==> src/design/qmn_pkg.sv <==
// shared types, widths and helpers for the quaternion multiply-normalize block
// no dependencies; used by every design file
package qmn_pkg;

  localparam int CW     = 16;                               // component width
  localparam int FB     = 14;                               // fraction bits
  localparam int PSHIFT = (2 * CW > 62) ? (2 * CW - 62) : 0;
  localparam int PRW    = 2 * CW - PSHIFT;                  // partial product width
  localparam int PW     = PRW + 2;                          // product component width
  localparam int MW     = PW - 1;                           // product magnitude width
  localparam int NW     = 31;                               // normalized magnitude width
  localparam int XW     = (MW > NW) ? MW : NW;              // shifter width
  localparam int SHW    = $clog2(XW);                       // shift amount width
  localparam int SW     = 2 * NW + 2;                       // sum of squares width
  localparam int LW     = SW / 2;                           // root width
  localparam int QW     = FB + 1;                           // quotient width
  localparam int DVW    = LW + QW;                          // divider remainder width
  localparam int QD     = 4;                                // queue depth
  localparam int QAW    = $clog2(QD);

  typedef struct packed {
    logic signed [CW-1:0] a_w;
    logic signed [CW-1:0] a_x;
    logic signed [CW-1:0] a_y;
    logic signed [CW-1:0] a_z;
    logic signed [CW-1:0] b_w;
    logic signed [CW-1:0] b_x;
    logic signed [CW-1:0] b_y;
    logic signed [CW-1:0] b_z;
  } in_t;

  typedef struct packed {
    logic signed [CW-1:0] r_w;
    logic signed [CW-1:0] r_x;
    logic signed [CW-1:0] r_y;
    logic signed [CW-1:0] r_z;
    logic                 zero_norm;
  } out_t;

  // normalized product handed from front to back
  typedef struct packed {
    logic [3:0][NW-1:0] m;
    logic [3:0]         neg;
    logic               zero;
  } norm_t;

  // signed product, magnitude truncated toward zero by PSHIFT bits
  function automatic logic signed [PRW-1:0] pmul(logic signed [CW-1:0] x,
                                                 logic signed [CW-1:0] y);
    logic signed [2*CW-1:0] full;
    logic [2*CW-1:0]        mag;
    logic [PRW-1:0]         t;
    full = x * y;
    mag  = full[2*CW-1] ? (2*CW)'(-full) : (2*CW)'(full);
    mag  = mag >> PSHIFT;
    t    = mag[PRW-1:0];
    return full[2*CW-1] ? $signed(-t) : $signed(t);
  endfunction

endpackage

==> src/design/qmn_fifo.sv <==
// short queue between front and back parts
// depends on qmn_pkg
module qmn_fifo (
  input  logic           clk,
  input  logic           rst_n,
  input  logic           push,
  input  qmn_pkg::norm_t push_data,
  output logic           full,
  input  logic           pop,
  output logic           empty,
  output qmn_pkg::norm_t head
);

  qmn_pkg::norm_t           mem_r [qmn_pkg::QD];
  logic [qmn_pkg::QAW-1:0]  wr_r, rd_r;
  logic [qmn_pkg::QAW:0]    cnt_r;

  assign full  = (cnt_r == (qmn_pkg::QAW+1)'(qmn_pkg::QD));
  assign empty = (cnt_r == '0);
  assign head  = mem_r[rd_r];

  always_ff @(posedge clk) begin
    if (!rst_n) begin
      wr_r  <= '0;
      rd_r  <= '0;
      cnt_r <= '0;
    end else begin
      if (push) wr_r <= wr_r + 1'b1;
      if (pop)  rd_r <= rd_r + 1'b1;
      if (push && !pop) begin
        cnt_r <= cnt_r + 1'b1;
      end else if (pop && !push) begin
        cnt_r <= cnt_r - 1'b1;
      end
    end
  end

  always_ff @(posedge clk) begin
    if (push) mem_r[wr_r] <= push_data;
  end

endmodule

==> config.mk <==
export PLATFORM = sky130hd
export DESIGN_NAME = qmn_fifo
export DESIGN_NICKNAME = d
export VERILOG_FILES = /design/src/design/qmn_pkg.sv /design/src/design/qmn_fifo.sv
export SDC_FILE = /design/constraint.sdc
export NUM_CORES = 1
export LEC_CHECK = 0
export BUFFER_PORTS_ARGS = -buffer_cell sky130_fd_sc_hd__buf_2
export CAP_MARGIN = 20
export CORE_ASPECT_RATIO = 0.75
export CORE_MARGIN = 3
export CORE_UTILIZATION = 60
export DETAILED_ROUTE_END_ITERATION = 6
export GPL_TIMING_DRIVEN = 0
export PLACE_DENSITY = 0.87
export SYNTH_ARGS = -nofsm -noshare
export SYNTH_HDL_FRONTEND = slang
export SYNTH_SLANG_ARGS = --single-unit
export TNS_END_PERCENT = 100
==> constraint.sdc <==
create_clock -name clk -period 7.36 [get_ports clk]
set_clock_uncertainty 0.1 [all_clocks]
set_input_delay 1.472 -clock clk [delete_from_list [all_inputs] [get_ports clk]]
set_output_delay 1.472 -clock clk [all_outputs]
set_load 0.01 [all_outputs]
==> results of run 1 <==
==> worst reg2reg max path, delay by kind of cell (launching register included) <==
family | cells | cell delay [ns]
buf+inv | 2 | 0.46
flops | 1 | 0.34
fa+ha+maj | 1 | 0.14
simple gates | 1 | 0.57
==> flip-flops by register name, indices dropped and copies added (netlist names), named ones only <==
register and cells:
mem_r 516, cnt_r 3, rd_r 2, wr_r 2
==> where the power goes <==
| group | leakage, nW | switching (mW) | internal (mW) |
|---|---|---|---|
| sequential | 4.81 | 0.0397 | 3.43 |
| combinational | 2.11 | 0.362 | 0.301 |
| clock | 0.747 | 1.02 | 1.43 |
==> layout make-up <==
class                      count  share of cell area (%)
timing repair buffer         271                   6.745
buffer                        28                  0.9825
inverter                       4                 0.06624
sequential                   525                   69.15
multi-input combinational    159                   13.96
clock inverter                26                   1.236
tap                          399                   2.202
clock buffer                  59                   5.575
antenna                        7                 0.07728
==> stage by stage <==
| step | utilization [%] | instance area, um2 |
|---|---|---|
| final | 73.69 | 22670 |
| after global routing | 73.66 | 22660 |
| after CTS | 73.63 | 22650 |
| after detailed placement | 68.62 | 21110 |
| after global placement | 67.89 | 20880 |
| after floorplan | - | 19070 |
==> routing by layer <==
| layer | routed length, um | track usage [%] |
|---|---|---|
| met1 | 14960 | 32.02 |
| met2 | 19680 | 38.25 |
| met3 | 3734 | 7.128 |
| met4 | 662 | 5.476 |
| met5 | 86 | 0 |
==> kinds of logic (layout without fill, tap and decap cells) <==
| kind of cell | Yosys count | count (layout) | share of synthesized area [%] |
|---|---|---|---|
| AO/OA/AOI/OAI | 2 | 2 | 0.06561 |
| XOR/XNOR | 5 | 5 | 0.2297 |
| adder cells (fa/ha/maj) | 6 | 6 | 0.4331 |
| buffers and inverters | 32 | 388 | 1.247 |
| flip-flops | 525 | 525 | 82.20 |
| multiplexers | 131 | 131 | 15.34 |
| other | 0 | 7 | 0 |
| AND/OR/NAND/NOR | 15 | 15 | 0.4790 |
==> final timing paths <==
path                        to  slack [ns]  startpoint
setup / recovery      head[96]        3.46        flop
hold / removal        cnt_r[2]        0.42    cnt_r[2]
setup reg to reg  mem_r[1][33]        5.36     wr_r[1]
hold reg to reg       cnt_r[2]        0.42    cnt_r[2]
==> layout by cell type, fill, tap and decap left out, drive strengths merged <==
cell	netlist	layout
nand2	1	1
inv	4	4
mux4	129	129
diode	0	7
dfxtp	9	9
a21boi	1	1
buf	25	296
and2	9	9
ha	5	5
bufinv	0	6
clkinvlp	0	3
o21ai	1	1
or3	1	1
nor3	1	1
xor2	3	3
mux2i	2	2
xnor2	2	2
clkinv	0	17
nor3b	1	1
clkbuf	3	62
edfxtp	516	516
fa	1	1
nor2b	2	2
==> Implementation_results.wiki, run 1 <==
{| class="wikitable"
! Metric !! Value
|-
| Count of buffers from port buffering || about 260
|-
| Total buffers and inverters traversed by the critical path || 3
|-
| Total global-route track usage || a little under a quarter
|-
| Max H-tree Level || 2
|-
| Post-synth EDFFs || about 520
|-
| Final critical delay including setup and external delays || between 3 and 4 ns
|-
| Maximum Capacitance Violations || 0
|-
| Post-synthesis net count || about 860
|-
| Mean routed wirelength per cell || 26.47 um
|-
| Top-count cell post-synth || sky130_fd_sc_hd__edfxtp_1
|-
| Die ar. || 33,980 um2
|-
| NumNets Final || roughly 1.2k
|-
| CP required || 5.79 ns
|-
| Placed Cells incl. Taps || roughly 1.4k
|-
| Number of antenna violations at the first check in global routing || 12
|-
| Total power || ~6.6 mW
|-
| Buffer cell driving the clock tree root || sky130_fd_sc_hd__clkbuf_16
|-
| Worst Setup Slack, final || 3.460 ns
|-
| Sort of element at the end of the critical path || primary output
|-
| Drt via density || 5.960
|-
| Share of final-layout standard cells stronger than drive strength 1 || between 40% and 50%
|-
| Static leakage || 7.673 nW
|-
| Area used by multi-input combinational logic || approximately 3200 um2
|-
| Routability Congestion || 0.7182
|-
| Unrepaired setup endpoints after global routing || false
|-
| Top cell type's share of synthesized area || between 80% and 90%
|-
| Instance count of the mapped netlist || 716
|-
| Final setup violation count || 0
|-
| Post-route ant nets || 0
|-
| Final-report max-slew violation count || 0
|-
| Number of cells traversed by the worst hold path || 2
|-
| Kind of start point of the critical path || flop
|-
| Effective utilization at floorplan || between 60% and 70%
|-
| Count of hold-fix buffers inserted at cts || 0
|-
| Sink count of the clock tree || 525
|-
| Total congestion overflow after global routing || 0
|-
| Most instantiated flip-flop cell in the synthesis netlist || sky130_fd_sc_hd__edfxtp_1
|-
| Initial detailed-routing violation count || 840
|-
| Max frequency || ~260 MHz
|-
| Hold crit path type || flop to flop
|-
| Post-route insts no fill || 1,478
|-
| Max-Slew Margin vs Limit || around half
|-
| Horizontal extent of the die || ~210 um
|-
| Count of boundary I/O pins || around 260
|-
| Router iterations before antenna repair || 5
|-
| Cell type of the slowest stage on the worst timing path || sky130_fd_sc_hd__clkbuf_1
|-
| Highest cell delay on the worst timing path || about 0.6 ns
|-
| Final routed DRC violation total || 0
|-
| Fin Hold WS || ~0.42 ns
|-
| Number of vias in the routed layout || approximately 8.8k
|-
| Power density relative to cell area || 290.5 nW/um2
|-
| CTS Buf Count || between 40 and 50
|-
| Result of the run || finished clean
|-
| Number of global-route vias before repair || between 9k and 10k
|-
| Largest delay share family, worst path || buffers and inverters
|-
| Leading cell types by total area after synthesis || sky130_fd_sc_hd__edfxtp_1, sky130_fd_sc_hd__mux4_2, sky130_fd_sc_hd__dfxtp_1, sky130_fd_sc_hd__buf_6, sky130_fd_sc_hd__ha_1
|-
| Area grow syn2layout || 18.88%
|-
| Flip-flop and latch count after synthesis || about 530
|-
| Clock latency on the worst-skew pair || roughly 0.55 ns
|-
| Largest net degree at the start of global routing || between 60 and 70
|-
| # resized after CTS || 0
|-
| Average size of a mapped cell || 26.63 um2
|-
| Detailed Route WL || a little under 40,000 um
|-
| Data arrival time at the worst-slack endpoint || ~2.3 ns
|-
| Final sum of negative setup slack || 0 ns
|-
| Ordered list of cells on the worst path || buf_4 > clkbuf_1 > mux4_2 > buf_2
|-
| First-pass GRT wire length || 58,910 um
|-
| Depth of the worst register-to-register path || 4
|-
| Core area || roughly 31,000 um2
|-
| Count of cell types in the netlist || 21
|-
| Critical Path Fanout Max || 10
|-
| Number of rows created at floorplan || between 50 and 60
|-
| Type of the worst setup path || flop to primary output
|-
| CTS tree || done
|-
| Clock transition at the registers of the reported paths || roughly 0.060 ns
|-
| Sequential element share of the synthesized area || 82.20%
|-
| Total number of cells along the worst setup path || 4
|-
| Mapped cell area || about 19,000 um2
|-
| Half-perimeter wire length of the detailed placement result || around 23,000 um
|-
| Top cell type by total area after synthesis || sky130_fd_sc_hd__edfxtp_1
|-
| Yosys synthesis warning count || 0
|-
| Setup Buffers After CTS || 0
|-
| Cell types with the highest counts after synthesis || sky130_fd_sc_hd__edfxtp_1, sky130_fd_sc_hd__mux4_2, sky130_fd_sc_hd__buf_6, sky130_fd_sc_hd__buf_2
|-
| Share of the cycle needed by the critical path after routing || between 50% and 60%
|-
| Worst vdd rail ir drop || 0.2299 mV
|-
| Minimum setup slack after placement || around 3.9 ns
|-
| Storage element area || 15,680 um2
|-
| Proportion of synthesized flip-flops having asynchronous set or reset || 0%
|-
| Die span in y || roughly 160 um
|-
| Number of hold violations in the final report || 0
|-
| Slew at the pin with the worst max-slew slack || 0.7576 ns
|-
| Maximum clock insertion buffer count || 3
|-
| FILL cells || ~1.6k
|}
Note: power is estimated with default switching activity, not from simulation.
==> inputs of run 2 (changes only) <==
--- a/config.mk
+++ b/config.mk
@@ -9,10 +9,10 @@
 export CAP_MARGIN = 20
 export CORE_ASPECT_RATIO = 0.75
 export CORE_MARGIN = 3
-export CORE_UTILIZATION = 60
+export CORE_UTILIZATION = 57
 export DETAILED_ROUTE_END_ITERATION = 6
 export GPL_TIMING_DRIVEN = 0
-export PLACE_DENSITY = 0.87
+export PLACE_DENSITY = 0.83
 export SYNTH_ARGS = -nofsm -noshare
 export SYNTH_HDL_FRONTEND = slang
 export SYNTH_SLANG_ARGS = --single-unit
==> constraint.sdc (replaced) <==
create_clock -name clk -period 3.85 [get_ports clk]
set_clock_uncertainty 0.1 [all_clocks]
set_input_delay 0.77 -clock clk [delete_from_list [all_inputs] [get_ports clk]]
set_output_delay 0.77 -clock clk [all_outputs]
set_load 0.01 [all_outputs]
==> run 2 against run 1 <==
Net effect:
- global-route usage shrank 1.2 points
- critical path depth unchanged
- power increased by 89%
- clock power grew 86%
- critical path type unchanged
- sequential cell count unchanged
- sequential power grew 91%
- sequential share of layout area is essentially flat
- largest power group unchanged
- hold slack worse by 0.085 ns
- routed wire length up 0.39%
- via count is 0.98% higher
- die area up 5.1%
- non-clock buffer count did not move
==> Implementation_results.wiki, run 2 (synthesis results as in run 1) <==
{| class="wikitable"
! Metric !! Value
|-
| Horizontal extent of the die || 217.2 um (was 211.9 um)
|-
| Share of final-layout standard cells stronger than drive strength 1 || 46.13% (was 46.18%)
|-
| Max-Slew Margin vs Limit || 56.10% (was 49.49%)
|-
| Count of hold-fix buffers inserted at cts || 0 (unchanged)
|-
| Die span in y || 164.4 um (was 160.4 um)
|-
| Share of the cycle needed by the critical path after routing || 82.14%
|-
| Largest net degree at the start of global routing || 62 (unchanged)
|-
| Mean routed wirelength per cell || 25.87 um (was 26.47 um)
|-
| Total power || 12.47 mW (was 6.585 mW)
|-
| Half-perimeter wire length of the detailed placement result || 23,440 um (was 23,110 um)
|-
| Setup Buffers After CTS || 0 (unchanged)
|-
| Worst Setup Slack, final || 0.6877 ns (was 3.460 ns)
|-
| Data arrival time at the worst-slack endpoint || 2.29 ns (was 2.33 ns)
|-
| Most frequent cells in the layout || sky130_fd_sc_hd__edfxtp_1, sky130_fd_sc_hd__buf_2, sky130_fd_sc_hd__mux4_2, sky130_fd_sc_hd__clkbuf_16, sky130_fd_sc_hd__clkbuf_1 (was sky130_fd_sc_hd__edfxtp_1, sky130_fd_sc_hd__buf_2, sky130_fd_sc_hd__mux4_2, sky130_fd_sc_hd__clkbuf_16)
|-
| Number of vias in the routed layout || 8,895 (was 8,809)
|-
| CTS Buf Count || 47 (unchanged)
|-
| NumNets Final || 1,175 (unchanged)
|-
| Final critical delay including setup and external delays || 3.162 ns
|-
| Max frequency || between 300 and 400 MHz
|-
| Number of flip-flops under the largest register name || 516 (unchanged)
|-
| Total global-route track usage || 22.26% (was 23.45%)
|-
| Area used by multi-input combinational logic || 3166 um2 (unchanged)
|-
| Sink count of the clock tree || 525 (unchanged)
|-
| Max H-tree Level || 2 (unchanged)
|-
| Power density relative to cell area || 549.9 nW/um2 (was 290.5 nW/um2)
|-
| # resized after CTS || 0 (unchanged)
|-
| FILL cells || 1,944 (was 1,628)
|-
| Maximum Capacitance Violations || 0 (unchanged)
|-
| Largest delay share family, worst path || buffers and inverters (unchanged)
|-
| Biggest register || mem_r (unchanged)
|-
| Detailed Route WL || 39,270 um (was 39,120 um)
|-
| Minimum setup slack after placement || 1.272 ns (was 3.924 ns)
|-
| Area grow syn2layout || 18.92% (was 18.88%)
|-
| Slew at the pin with the worst max-slew slack || 0.6584 ns (was 0.7576 ns)
|-
| Critical Path Fanout Max || 10 (unchanged)
|-
| Worst vdd rail ir drop || 0.5755 mV (was 0.2299 mV)
|-
| Maximum clock insertion buffer count || 3 (unchanged)
|-
| Number of hold violations in the final report || 0 (unchanged)
|-
| Clock transition at the registers of the reported paths || 0.07 ns (was 0.06 ns)
|-
| Ordered list of cells on the worst path || buf_4 > clkbuf_1 > mux4_2 > buf_2 (unchanged)
|-
| Sort of element at the end of the critical path || primary output (unchanged)
|-
| Routability Congestion || 0.6965 (was 0.7182)
|-
| Storage element area || 15,680 um2 (unchanged)
|-
| Post-route ant nets || 0 (unchanged)
|-
| Effective utilization at floorplan || 58.38% (was 61.99%)
|-
| Kind of start point of the critical path || flop (unchanged)
|-
| Type of the worst setup path || flop to primary output (unchanged)
|-
| Placed Cells incl. Taps || 1,429 (was 1,386)
|-
| Total buffers and inverters traversed by the critical path || 3 (unchanged)
|-
| Total congestion overflow after global routing || 0 (unchanged)
|-
| Final-report max-slew violation count || 0 (unchanged)
|-
| Hold crit path type || input port to flop (was flop to flop)
|-
| Number of rows created at floorplan || 57 (was 55)
|-
| CP required || 2.98 ns (was 5.79 ns)
|-
| Count of boundary I/O pins || 264 (unchanged)
|-
| Cell type of the slowest stage on the worst timing path || sky130_fd_sc_hd__clkbuf_1 (unchanged)
|-
| Largest registers || mem_r: 516 flops, cnt_r: 3 flops (unchanged)
|-
| Final setup violation count || 0 (unchanged)
|-
| CTS tree || done (unchanged)
|-
| Final routed DRC violation total || 0 (unchanged)
|-
| Count of buffers from port buffering || 263 (unchanged)
|-
| Result of the run || finished clean (unchanged)
|-
| Static leakage || 7.653 nW (was 7.673 nW)
|-
| Unrepaired setup endpoints after global routing || false (unchanged)
|-
| Die ar. || 35,710 um2 (was 33,980 um2)
|-
| Clock latency on the worst-skew pair || 0.54 ns (was 0.55 ns)
|-
| Buffer cell driving the clock tree root || sky130_fd_sc_hd__clkbuf_16 (unchanged)
|-
| Core area || 32,660 um2 (was 30,760 um2)
|-
| First-pass GRT wire length || 58,660 um (was 58,910 um)
|-
| Initial detailed-routing violation count || 824 (was 840)
|-
| Number of antenna violations at the first check in global routing || 8 (was 12)
|-
| Post-route insts no fill || 1,518 (was 1,478)
|-
| Drt via density || 5.860 (was 5.960)
|-
| Highest cell delay on the worst timing path || 0.54 ns (was 0.60 ns)
|-
| Router iterations before antenna repair || 5 (unchanged)
|-
| Most common cell after layout, fill and taps aside || sky130_fd_sc_hd__edfxtp_1 (unchanged)
|-
| Number of global-route vias before repair || 9,349 (was 9,447)
|}
-- run 2: stage by stage --
step / util [%] / area (um2) / TNS (ns) / hold slack (ns)
2_1_floorplan: - / 19070 / 0 / 0.3724
3_3_place_gp: 64.12 / 20940 / -162.09 / 0.3855
3_5_place_dp: 64.81 / 21170 / 0 / 0.4482
4_1_cts: 69.40 / 22670 / 0 / 0.3004
5_1_grt: 69.41 / 22670 / 0 / 0.3085
6_report: 69.42 / 22680 / 0 / 0.3310
-- run 2: routing by layer --
layer	part of all wire [%]	vias to the layer above	GRT usage [%]
li1	-	3748	-
met1	38	4663	29.76
met2	51	392	35.96
met3	8.8	80	6.603
met4	2.9	12	7.585
met5	0.19	-	0
-- run 2: layout make-up --
| class | instances | area share, % |
|---|---|---|
| Inverter | 4 | 0.06621 |
| Antenna cell | 3 | 0.03311 |
| Clock inverter | 26 | 1.026 |
| Timing Repair Buffer | 271 | 6.776 |
| Sequential cell | 525 | 69.13 |
| Clock buffer | 60 | 5.590 |
| Buffer | 28 | 0.9822 |
| Tap cell | 442 | 2.439 |
| Multi-Input combinational cell | 159 | 13.96 |
-- run 2: worst paths after layout --
check / end / cells past startpoint / startpoint / slack (ns)
worst max-delay path: head[104] / 4 / flop / 0.69
worst min-delay path: mem_r[2][42] / 1 / push_data[42] / 0.33
worst max register to register: mem_r[0][24] / 4 / wr_r[0] / 2.02
worst min register to register: cnt_r[2] / 2 / cnt_r[2] / 0.44
-- run 2: power breakdown --
part	total (mW)	internal (mW)	switching [mW]	leakage, nW
Clock	4.56	2.60	1.96	0.723
Sequential	6.64	6.57	0.0754	4.81
Combinational	1.27	0.576	0.690	2.12
Total	12.5	9.74	2.73	7.65
